--- src/hdl/qws_pkg.sv ---
// qws_pkg: shared types, constants and record builders for the quoted word splitter.
// No dependencies; used by qws_core, qws_rsp_queue and quoted_word_splitter_top.
`default_nettype none

package qws_pkg;

   // Limits of one line
   localparam int unsigned MAX_WORDS = 64;
   localparam int unsigned MAX_BYTES = 65535;

   // Byte codes
   localparam logic [7:0] QUOTE_DOUBLE    = 8'h22;
   localparam logic [7:0] QUOTE_SINGLE    = 8'h27;
   localparam logic [7:0] SEPARATOR_RESET = 8'd32;

   // Record kinds
   localparam logic KIND_WORD    = 1'b0;
   localparam logic KIND_SUMMARY = 1'b1;

   typedef struct packed {
      logic [7:0] data_byte;
      logic       last;
   } req_type;

   typedef struct packed {
      logic        kind;
      logic [6:0]  count_or_index;
      logic [15:0] word_start;
      logic [15:0] word_length;
      logic        quoted;
      logic        unclosed;
      logic        ended_on_separator;
      logic        rest_valid;
      logic [15:0] rest_offset;
      logic [15:0] rest_length;
      logic        run_end;
   } rsp_type;

   // Up to two records produced by one byte
   typedef struct packed {
      logic [1:0] count;
      rsp_type    rec0;
      rsp_type    rec1;
   } push_type;

   function automatic logic [15:0] span(input logic [15:0] from_pos, input logic [15:0] to_pos);
      span = (to_pos > from_pos) ? (to_pos - from_pos) : 16'd0;
   endfunction

   function automatic rsp_type word_rec(input logic [6:0] idx, input logic [15:0] start,
                                        input logic [15:0] len, input logic q,
                                        input logic unc);
      rsp_type r;
      r = '0;
      r.kind           = KIND_WORD;
      r.count_or_index = idx;
      r.word_start     = start;
      r.word_length    = len;
      r.quoted         = q;
      r.unclosed       = unc;
      word_rec = r;
   endfunction

endpackage

`default_nettype wire

--- src/hdl/qws_rsp_queue.sv ---
// qws_rsp_queue: four-entry result queue taking up to two records per cycle.
// Depends on qws_pkg.
`default_nettype none

module qws_rsp_queue (
   input  wire                clock,
   input  wire                reset,
   input  qws_pkg::push_type  push,
   output logic               has_room,
   output logic               rsp_valid,
   input  wire                rsp_ready,
   output qws_pkg::rsp_type   rsp_data
);

   localparam int unsigned DEPTH = 4;
   localparam int unsigned AW    = $clog2(DEPTH);

   qws_pkg::rsp_type entry_ff [DEPTH];
   logic [AW-1:0]    rd_ptr_ff, rd_ptr_in;
   logic [AW-1:0]    wr_ptr_ff, wr_ptr_in;
   logic [AW:0]      count_ff, count_in;
   logic             pop;

   assign rsp_valid = (count_ff != '0);
   assign rsp_data  = entry_ff[rd_ptr_ff];
   assign pop       = rsp_valid && rsp_ready;
   // two free slots needed before a byte may be processed
   assign has_room  = (count_ff <= (AW+1)'(DEPTH - 2));

   always_comb begin
      rd_ptr_in = rd_ptr_ff + AW'(pop);
      wr_ptr_in = wr_ptr_ff + AW'(push.count);
      count_in  = count_ff + (AW+1)'(push.count) - (AW+1)'(pop);
   end

   always_ff @(posedge clock) begin
      if (reset) begin
         rd_ptr_ff <= '0;
         wr_ptr_ff <= '0;
         count_ff  <= '0;
      end else begin
         rd_ptr_ff <= rd_ptr_in;
         wr_ptr_ff <= wr_ptr_in;
         count_ff  <= count_in;
      end
   end

   always_ff @(posedge clock) begin
      if (push.count != 2'd0) begin
         entry_ff[wr_ptr_ff] <= push.rec0;
      end
      if (push.count == 2'd2) begin
         entry_ff[wr_ptr_ff + AW'(1)] <= push.rec1;
      end
   end

endmodule

`default_nettype wire

--- src/hdl/qws_core.sv ---
// qws_core: input register and per-byte splitter state update.
// Depends on qws_pkg; feeds qws_rsp_queue.
`default_nettype none

module qws_core #(
   parameter int unsigned MAX_WORDS = qws_pkg::MAX_WORDS,
   parameter int unsigned MAX_BYTES = qws_pkg::MAX_BYTES
) (
   input  wire                clock,
   input  wire                reset,
   input  wire  [7:0]         separator,
   input  wire                req_valid,
   output logic               req_ready,
   input  qws_pkg::req_type   req_data,
   input  wire                has_room,
   output qws_pkg::push_type  push
);

   typedef enum logic [2:0] {
      PH_LEAD   = 3'd0,
      PH_UNQ    = 3'd1,
      PH_NEXT   = 3'd2,
      PH_QUOT   = 3'd3,
      PH_AFTERQ = 3'd4,
      PH_DONEQ  = 3'd5,
      PH_DONE   = 3'd6
   } phase_type;

   logic             in_valid_ff, in_valid_in;
   qws_pkg::req_type in_data_ff;
   logic             fire;

   phase_type   phase_ff, phase_in;
   logic [15:0] position_ff, position_in;
   logic [15:0] cur_start_ff, cur_start_in;
   logic [6:0]  words_ff, words_in;
   logic        quote_single_ff, quote_single_in;
   logic [15:0] rem_start_ff, rem_start_in;
   logic        rem_known_ff, rem_known_in;
   logic        sep_end_ff, sep_end_in;

   logic [7:0]       b;
   logic             last;
   logic [15:0]      cur, nxt;
   logic [7:0]       qch;
   logic             do_begin;
   logic             step_v, final_v;
   qws_pkg::rsp_type step_rec, final_rec, sum_rec;
   logic [6:0]       words_step, words_inc;
   phase_type        phase_step;
   logic [15:0]      cs_step, rem_step;
   logic             known_step, sep_end_step, qs_step;
   logic [1:0]       n_rec;

   assign fire      = in_valid_ff && has_room;
   assign req_ready = !in_valid_ff || fire;

   always_comb begin
      in_valid_in = in_valid_ff;
      if (req_valid && req_ready) begin
         in_valid_in = 1'b1;
      end else if (fire) begin
         in_valid_in = 1'b0;
      end
   end

   always_ff @(posedge clock) begin
      if (reset) begin
         in_valid_ff <= 1'b0;
      end else begin
         in_valid_ff <= in_valid_in;
      end
   end

   always_ff @(posedge clock) begin
      if (req_valid && req_ready) begin
         in_data_ff <= req_data;
      end
   end

   // one byte of work
   always_comb begin
      b         = in_data_ff.data_byte;
      last      = in_data_ff.last;
      cur       = position_ff;
      nxt       = (cur < 16'(MAX_BYTES)) ? (cur + 16'd1) : 16'(MAX_BYTES);
      qch       = quote_single_ff ? qws_pkg::QUOTE_SINGLE : qws_pkg::QUOTE_DOUBLE;
      words_inc = words_ff + 7'd1;

      do_begin     = 1'b0;
      step_v       = 1'b0;
      step_rec     = '0;
      phase_step   = phase_ff;
      cs_step      = cur_start_ff;
      rem_step     = rem_start_ff;
      known_step   = rem_known_ff;
      sep_end_step = sep_end_ff;
      qs_step      = quote_single_ff;

      case (phase_ff)
         PH_LEAD: begin
            do_begin = (b != separator);
         end
         PH_UNQ: begin
            if (b == separator) begin
               step_v     = 1'b1;
               step_rec   = qws_pkg::word_rec(words_ff, cur_start_ff,
                                              qws_pkg::span(cur_start_ff, cur), 1'b0, 1'b0);
               rem_step   = nxt;
               known_step = 1'b1;
               if (last) begin
                  sep_end_step = 1'b1;
               end
               phase_step = (words_inc >= 7'(MAX_WORDS)) ? PH_DONE : PH_NEXT;
            end
         end
         PH_NEXT: begin
            do_begin = 1'b1;
         end
         PH_QUOT: begin
            if (b == qch) begin
               step_v     = 1'b1;
               step_rec   = qws_pkg::word_rec(words_ff, cur_start_ff,
                                              qws_pkg::span(cur_start_ff, cur), 1'b1, 1'b0);
               rem_step   = nxt;
               known_step = 1'b1;
               phase_step = (words_inc >= 7'(MAX_WORDS)) ? PH_DONEQ : PH_AFTERQ;
            end
         end
         PH_AFTERQ: begin
            if (b == separator) begin
               rem_step = nxt;
            end else begin
               do_begin = 1'b1;
            end
         end
         PH_DONEQ: begin
            if (b == separator) begin
               rem_step = nxt;
            end else begin
               phase_step = PH_DONE;
            end
         end
         default: begin
            phase_step = PH_DONE;
         end
      endcase

      // start of a word: quote test wins over the separator test
      if (do_begin) begin
         if (b == qws_pkg::QUOTE_DOUBLE || b == qws_pkg::QUOTE_SINGLE) begin
            qs_step    = (b == qws_pkg::QUOTE_SINGLE);
            cs_step    = nxt;
            phase_step = PH_QUOT;
         end else if (b == separator) begin
            step_v     = 1'b1;
            step_rec   = qws_pkg::word_rec(words_ff, cur, 16'd0, 1'b0, 1'b0);
            rem_step   = nxt;
            known_step = 1'b1;
            if (last) begin
               sep_end_step = 1'b1;
            end
            phase_step = (words_inc >= 7'(MAX_WORDS)) ? PH_DONE : PH_NEXT;
         end else begin
            cs_step    = cur;
            phase_step = PH_UNQ;
         end
      end

      words_step = words_ff + 7'(step_v);

      // open word closed by the line end
      final_v   = last && (phase_step == PH_UNQ || phase_step == PH_QUOT);
      final_rec = qws_pkg::word_rec(words_step, cs_step, qws_pkg::span(cs_step, nxt),
                                    (phase_step == PH_QUOT), (phase_step == PH_QUOT));

      sum_rec                    = '0;
      sum_rec.kind               = qws_pkg::KIND_SUMMARY;
      sum_rec.count_or_index     = words_step + 7'(final_v);
      sum_rec.ended_on_separator = sep_end_step;
      sum_rec.rest_valid         = known_step;
      if (known_step) begin
         sum_rec.rest_offset = rem_step;
         sum_rec.rest_length = qws_pkg::span(rem_step, nxt);
      end
      sum_rec.run_end = 1'b1;

      n_rec = 2'(step_v) + 2'(final_v) + 2'(last);

      push       = '0;
      push.count = fire ? n_rec : 2'd0;
      if (step_v) begin
         push.rec0 = step_rec;
      end else if (final_v) begin
         push.rec0 = final_rec;
      end else begin
         push.rec0 = sum_rec;
      end
      push.rec0.run_end = (n_rec == 2'd1);
      push.rec1         = sum_rec;

      // next line state; the summary returns everything to reset values
      if (last) begin
         phase_in        = PH_LEAD;
         position_in     = 16'd0;
         cur_start_in    = 16'd0;
         words_in        = 7'd0;
         quote_single_in = 1'b0;
         rem_start_in    = 16'd0;
         rem_known_in    = 1'b0;
         sep_end_in      = 1'b0;
      end else begin
         phase_in        = phase_step;
         position_in     = nxt;
         cur_start_in    = cs_step;
         words_in        = words_step;
         quote_single_in = qs_step;
         rem_start_in    = rem_step;
         rem_known_in    = known_step;
         sep_end_in      = sep_end_step;
      end
   end

   always_ff @(posedge clock) begin
      if (reset) begin
         phase_ff        <= PH_LEAD;
         position_ff     <= 16'd0;
         cur_start_ff    <= 16'd0;
         words_ff        <= 7'd0;
         quote_single_ff <= 1'b0;
         rem_start_ff    <= 16'd0;
         rem_known_ff    <= 1'b0;
         sep_end_ff      <= 1'b0;
      end else if (fire) begin
         phase_ff        <= phase_in;
         position_ff     <= position_in;
         cur_start_ff    <= cur_start_in;
         words_ff        <= words_in;
         quote_single_ff <= quote_single_in;
         rem_start_ff    <= rem_start_in;
         rem_known_ff    <= rem_known_in;
         sep_end_ff      <= sep_end_in;
      end
   end

endmodule

`default_nettype wire

--- src/hdl/quoted_word_splitter_top.sv ---
// quoted_word_splitter_top: quote-aware word splitter, top level.
// Depends on qws_pkg, qws_core and qws_rsp_queue.
//
// Usage:
//  - req channel (valid/ready) takes one byte of a line per transfer, with
//    last set on the final byte of the line.
//  - rsp channel (valid/ready) returns word records as each word ends, then
//    one summary record on the last byte; run_end marks a byte's final record.
//  - csr_we/csr_wdata write the separator byte; write only while idle.
// Timing:
//  - a byte is registered on transfer and processed once the queue has
//    room for two records; its records then leave through the queue.
//  - one byte per cycle while rsp_ready is high and bytes give at most
//    one record each; a last byte gives up to two, drained one per cycle.
// Reset clears all line state, empties the result queue and sets the
// separator to a space. When the receiver stalls, the four-entry queue
// fills; the input register holds its byte until two slots are free, and
// req_ready drops once that register is also occupied.
`default_nettype none

module quoted_word_splitter_top #(
   parameter int unsigned MAX_WORDS = qws_pkg::MAX_WORDS,
   parameter int unsigned MAX_BYTES = qws_pkg::MAX_BYTES
) (
   input  wire                clock,
   input  wire                reset,
   input  wire                req_valid,
   output logic               req_ready,
   input  qws_pkg::req_type   req_data,
   output logic               rsp_valid,
   input  wire                rsp_ready,
   output qws_pkg::rsp_type   rsp_data,
   input  wire                csr_we,
   input  wire  [7:0]         csr_wdata
);

   logic [7:0]        separator_ff;
   logic [7:0]        separator_in;
   logic              has_room;
   qws_pkg::push_type push;

   // separator register, written directly with no handshake
   assign separator_in = csr_we ? csr_wdata : separator_ff;

   always_ff @(posedge clock) begin
      if (reset) begin
         separator_ff <= qws_pkg::SEPARATOR_RESET;
      end else begin
         separator_ff <= separator_in;
      end
   end

   // per-byte state update and record build
   qws_core #(
      .MAX_WORDS (MAX_WORDS),
      .MAX_BYTES (MAX_BYTES)
   ) u_core (
      .clock     (clock),
      .reset     (reset),
      .separator (separator_ff),
      .req_valid (req_valid),
      .req_ready (req_ready),
      .req_data  (req_data),
      .has_room  (has_room),
      .push      (push)
   );

   // result queue between record build and rsp port
   qws_rsp_queue u_rsp_queue (
      .clock     (clock),
      .reset     (reset),
      .push      (push),
      .has_room  (has_room),
      .rsp_valid (rsp_valid),
      .rsp_ready (rsp_ready),
      .rsp_data  (rsp_data)
   );

endmodule

`default_nettype wire

--- config.mk ---
export PLATFORM = sky130hd
export DESIGN_NAME = quoted_word_splitter_top
export DESIGN_NICKNAME = d
export VERILOG_FILES = /design/src/hdl/qws_pkg.sv /design/src/hdl/qws_rsp_queue.sv /design/src/hdl/qws_core.sv /design/src/hdl/quoted_word_splitter_top.sv
export SDC_FILE = /design/constraint.sdc
export NUM_CORES = 1
export LEC_CHECK = 0
export ABC_CLOCK_PERIOD_IN_PS = 14400
export BUFFER_PORTS_ARGS = -buffer_cell sky130_fd_sc_hd__buf_2
export CORE_AREA = 10 10 202 204
export CTS_BUF_LIST = sky130_fd_sc_hd__clkbuf_8
export DETAILED_ROUTE_END_ITERATION = 6
export DIE_AREA = 0 0 212 214
export PLACE_DENSITY = 0.72
export SYNTH_ARGS = -nofsm -noshare
export SYNTH_HDL_FRONTEND = slang
export SYNTH_SLANG_ARGS = --single-unit
--- constraint.sdc ---
create_clock -name clock -period 14.4 [get_ports clock]
set_input_delay 0.72 -clock clock [delete_from_list [all_inputs] [get_ports clock]]
set_output_delay 0.72 -clock clock [all_outputs]
set_load 0.1 [all_outputs]
==> results.sh <==
export IMPL_post_route_period_util_pct=39.30
export IMPL_clock_power_share_pct=26.8
export IMPL_reg2reg_slack_ns=8.74
export IMPL_fin_ws_ns=8.741
export IMPL_clock_latency_ns=0.68
export IMPL_leakagePower_nw=8.009
export IMPL_routedWlPerCell_um=22.72
export IMPL_cts_buffer_depth=3
export IMPL_rsz0062_at_grt="false"
export IMPL_max_slew_margin_rel_pct=4.782
export IMPL_n_antenna_cell=0
export IMPL_ys_ff_latch=394
export IMPL_vias_per_cell=6.275
export IMPL_tightest_slew_ns=1.423
export IMPL_numCtsBuffers=61
export IMPL_grt_pass1_vias=15830
export IMPL_startpoint_type="flop"
export IMPL_vias=15882
export IMPL_p_int_w=0.001987
export IMPL_cts_resized_gates=0
export IMPL_ys_seq_area_share_pct=48.36
export IMPL_grt_pass1_wl_um=89870
export IMPL_slew_viol_final=0
export IMPL_final_antenna_net_count=0
export IMPL_cts_hold_buf=0
export IMPL_p_seq_share_pct=39.6
export IMPL_tns_ns=0
export IMPL_area_delta_synth_final_pct=9.844
export IMPL_drive_gt1_share_pct=15.46
export IMPL_holdPathStages=1
export IMPL_grt_max_degree=77
export IMPL_switching_power_w=0.001384
export IMPL_ir_worst_vdd_uv=141.7
export IMPL_drt_pre_antenna_iters=6
export IMPL_power_density_nw_per_um2=154.3
export IMPL_dp_slack_ns=8.846
export IMPL_syn_inst=1951
export IMPL_p_sw_share_pct=41.05
export IMPL_synth_edf_count=173
export IMPL_setup_viol=0
export IMPL_yosys_warnings=0
export IMPL_cts_tree="yes"
export IMPL_min_from="req_data[4]"
export IMPL_gp_congestion=0.9609
export IMPL_period_minus_slack_ns=5.659
export IMPL_worstReg2RegEnd="u_rsp_queue.entry_ff[0][1]"
export IMPL_avgSynthCellArea_um2=10.20
export IMPL_start_util_pct=53.70
export IMPL_drv_cap=0
export IMPL_crit_path_max_fanout=16
export IMPL_finalClockSkew_ns=0.02742
export IMPL_die_w_um=212
export IMPL_drt_iter0_drc=1843
export IMPL_dp_hpwl_um=38600
export IMPL_r2r_start="u_core.b[0]"
export IMPL_worstPathArrival_ns=6.15
export IMPL_combPwrFrac_pct=33.7
export IMPL_hold_slack_ns=0.2255
export IMPL_cts_root_buf="clkbuf_8"
export IMPL_fmax_mhz=176.7
export IMPL_hold_violations=0
export IMPL_drc=0
export IMPL_r2r_cells=18
export IMPL_ioPinCount=101
export IMPL_status="completed"
export IMPL_whs_endpoint="u_core.b[3]"
export IMPL_fin_nets=2092
export IMPL_hp_class="in2reg"
export IMPL_die_y_um=214
export IMPL_clock_sinks=394
export IMPL_synth_top_flop_cell="dfxtp_1"
export IMPL_rows=71
export IMPL_post_cts_buffers=0
export IMPL_antenna_found_initial=0
export IMPL_die_area_um2=45370
export IMPL_endpoint_kind="flop"
export IMPL_yosysUniqueCellTypes=82
export IMPL_critPathRequiredTime_ns=14.89
export IMPL_critPathKind="reg2reg"
export IMPL_netlist_area_um2=19890
export IMPL_port_buffers=100
export IMPL_grtUsageTotal_pct=25.09
export IMPL_cts_max_level=2
export IMPL_coreArea_um2=37040
export IMPL_wl_um=57520
export IMPL_async_flop_share_pct=0
export IMPL_cts_clk_slew_worst_paths_ns=0.07
export IMPL_globalRoute_totalOverflow=0
export IMPL_syn_nets=2036
## worst max path at each step
stage | startpoint | to | slack [ns] | cells after the start
floorplan | u_core.b[0] | u_rsp_queue.entry_ff[3][15] | 9.67 | 19
global placement | u_core.words_ff[2] | u_rsp_queue.entry_ff[0][17] | 8.87 | 10
detailed placement | u_core.words_ff[2] | u_rsp_queue.entry_ff[0][1] | 8.85 | 11
CTS | u_core.words_ff[2] | u_rsp_queue.entry_ff[0][1] | 8.82 | 11
global route | u_core.b[0] | u_rsp_queue.entry_ff[2][10] | 8.36 | 18
finish | u_core.b[0] | u_rsp_queue.entry_ff[0][1] | 8.74 | 18
## layout by cell type (no fill, tap or decap), types with 25 or more instances in the layout
| cell type | n |
|---|---|
| a22oi_1 | 49 |
| mux2i_1 | 28 |
| dfxtp_1 | 219 |
| mux4_2 | 77 |
| ha_1 | 58 |
| o21ai_0 | 141 |
| nand2_1 | 131 |
| nand3_1 | 157 |
| a21oi_1 | 60 |
| xnor2_1 | 45 |
| buf_4 | 25 |
| buf_2 | 100 |
| clkbuf_8 | 65 |
| edfxtp_1 | 173 |
| inv_1 | 103 |
| nor2_1 | 247 |
## worst max-delay path: stages, from the launching register on
cell      delay [ns]
edfxtp_1        0.46
xnor2_1         0.32
and3_1          0.28
nor2_1          0.09
a22o_1          0.26
a21oi_2         0.12
buf_4           0.29
mux2i_1         0.65
inv_1           0.13
ha_1            0.26
fa_1            0.50
nor2b_1         0.14
o21ai_0         0.12
a21oi_1         0.30
o31a_1          0.22
o211ai_1        0.20
a21oi_1         0.44
o211ai_2        0.42
nor2_1          0.25
## power by group through the flow
stage / registers, W / logic [W] / clock network, W
3_3_place_gp: 0.00135 / 0.00113 / 0
5_1_grt: 0.00135 / 0.00118 / 0.000967
4_1_cts: 0.00133 / 0.00114 / 0.000918
3_5_place_dp: 0.00136 / 0.00114 / 0
6_report: 0.00133 / 0.00113 / 0.000903
2_1_floorplan: 0.00130 / 0.000974 / 0
## cell usage after synthesis (11+ instances only)
cell type | count | share of area, %
a21o_1 | 13 | 0.49
a21oi_1 | 60 | 1.5
a222oi_1 | 16 | 0.81
a22oi_1 | 49 | 1.8
a2bb2oi_1 | 17 | 0.75
a31oi_1 | 17 | 0.53
and2_1 | 12 | 0.38
and3_1 | 14 | 0.44
buf_1 | 17 | 0.32
buf_2 | 19 | 0.48
clkbuf_1 | 94 | 1.8
dfxtp_1 | 221 | 22
edfxtp_1 | 173 | 26
ha_1 | 58 | 3.6
inv_1 | 83 | 1.6
mux2i_1 | 28 | 1.4
mux4_2 | 77 | 8.7
nand2_1 | 136 | 2.6
nand2b_1 | 11 | 0.35
nand3_1 | 158 | 4.0
nand4_1 | 16 | 0.50
nor2_1 | 248 | 4.7
nor2b_1 | 15 | 0.47
nor3_1 | 21 | 0.53
o21ai_0 | 141 | 3.5
o22ai_1 | 24 | 0.75
xnor2_1 | 45 | 2.0
xor2_1 | 20 | 0.88
## flip-flops by register name, summed over array words and instances, names as in the netlist
register and flops:
u_core.cur_start_ff 16, u_core.last 1, u_core.rem_start_ff 16, u_rsp_queue.entry_ff 308
u_core.words_ff 7, u_core.sep_end_ff 1, u_core.cur 16, u_core.quote_single_ff 1
u_core.rem_known_ff 1, u_core.phase_ff 3, u_rsp_queue.count_ff 3, u_core.in_valid_ff 1
separator_ff 8, u_rsp_queue.wr_ptr_ff 2, u_core.b 8, u_rsp_queue.rd_ptr_ff 2
## cell type report
class,instances,area [um^2]
flip-flops and latches,394,9627
fillers,3117,15190
clock buffers,65,894.6
repair buffers,125,688.2
well taps,474,593.1
multi-input cells,1341,9460
clock inverters,48,271.5
inverters,84,315.3
## metal layers
| metal | share of wire, % | GRT usage (%) | vias to the layer above |
|---|---|---|---|
| met3 | 7.0 | 4.531 | 136 |
| met2 | 50 | 41.91 | 658 |
| met1 | 39 | 30.62 | 7771 |
| met4 | 4.6 | 12.18 | 0 |
| met5 | 0 | 0 | - |
| li1 | - | - | 7317 |
## through the flow
step / cell area (um^2) / std cells / utilization (%) / power, W
floorplan: 19890 / 1951 / - / 0.002277
global placement: 20680 / 2418 / 55.83 / 0.002485
detailed placement: 20680 / 2418 / 55.83 / 0.002494
CTS: 21850 / 2531 / 58.98 / 0.003392
global route: 21850 / 2531 / 58.98 / 0.003497
finish: 21850 / 2531 / 58.98 / 0.003371
## cell families after synthesis
logic type	count (synthesis)	synth area share, %
adders and majority gates	63	4.152
buffers and inverters	216	4.221
muxes	106	10.18
xor gates and xnor gates	65	2.862
and+or+nand+nor	663	15.16
AOI/OAI and AO/OA	444	15.06
DFF	394	48.36
(Power assumes the default switching activity.)
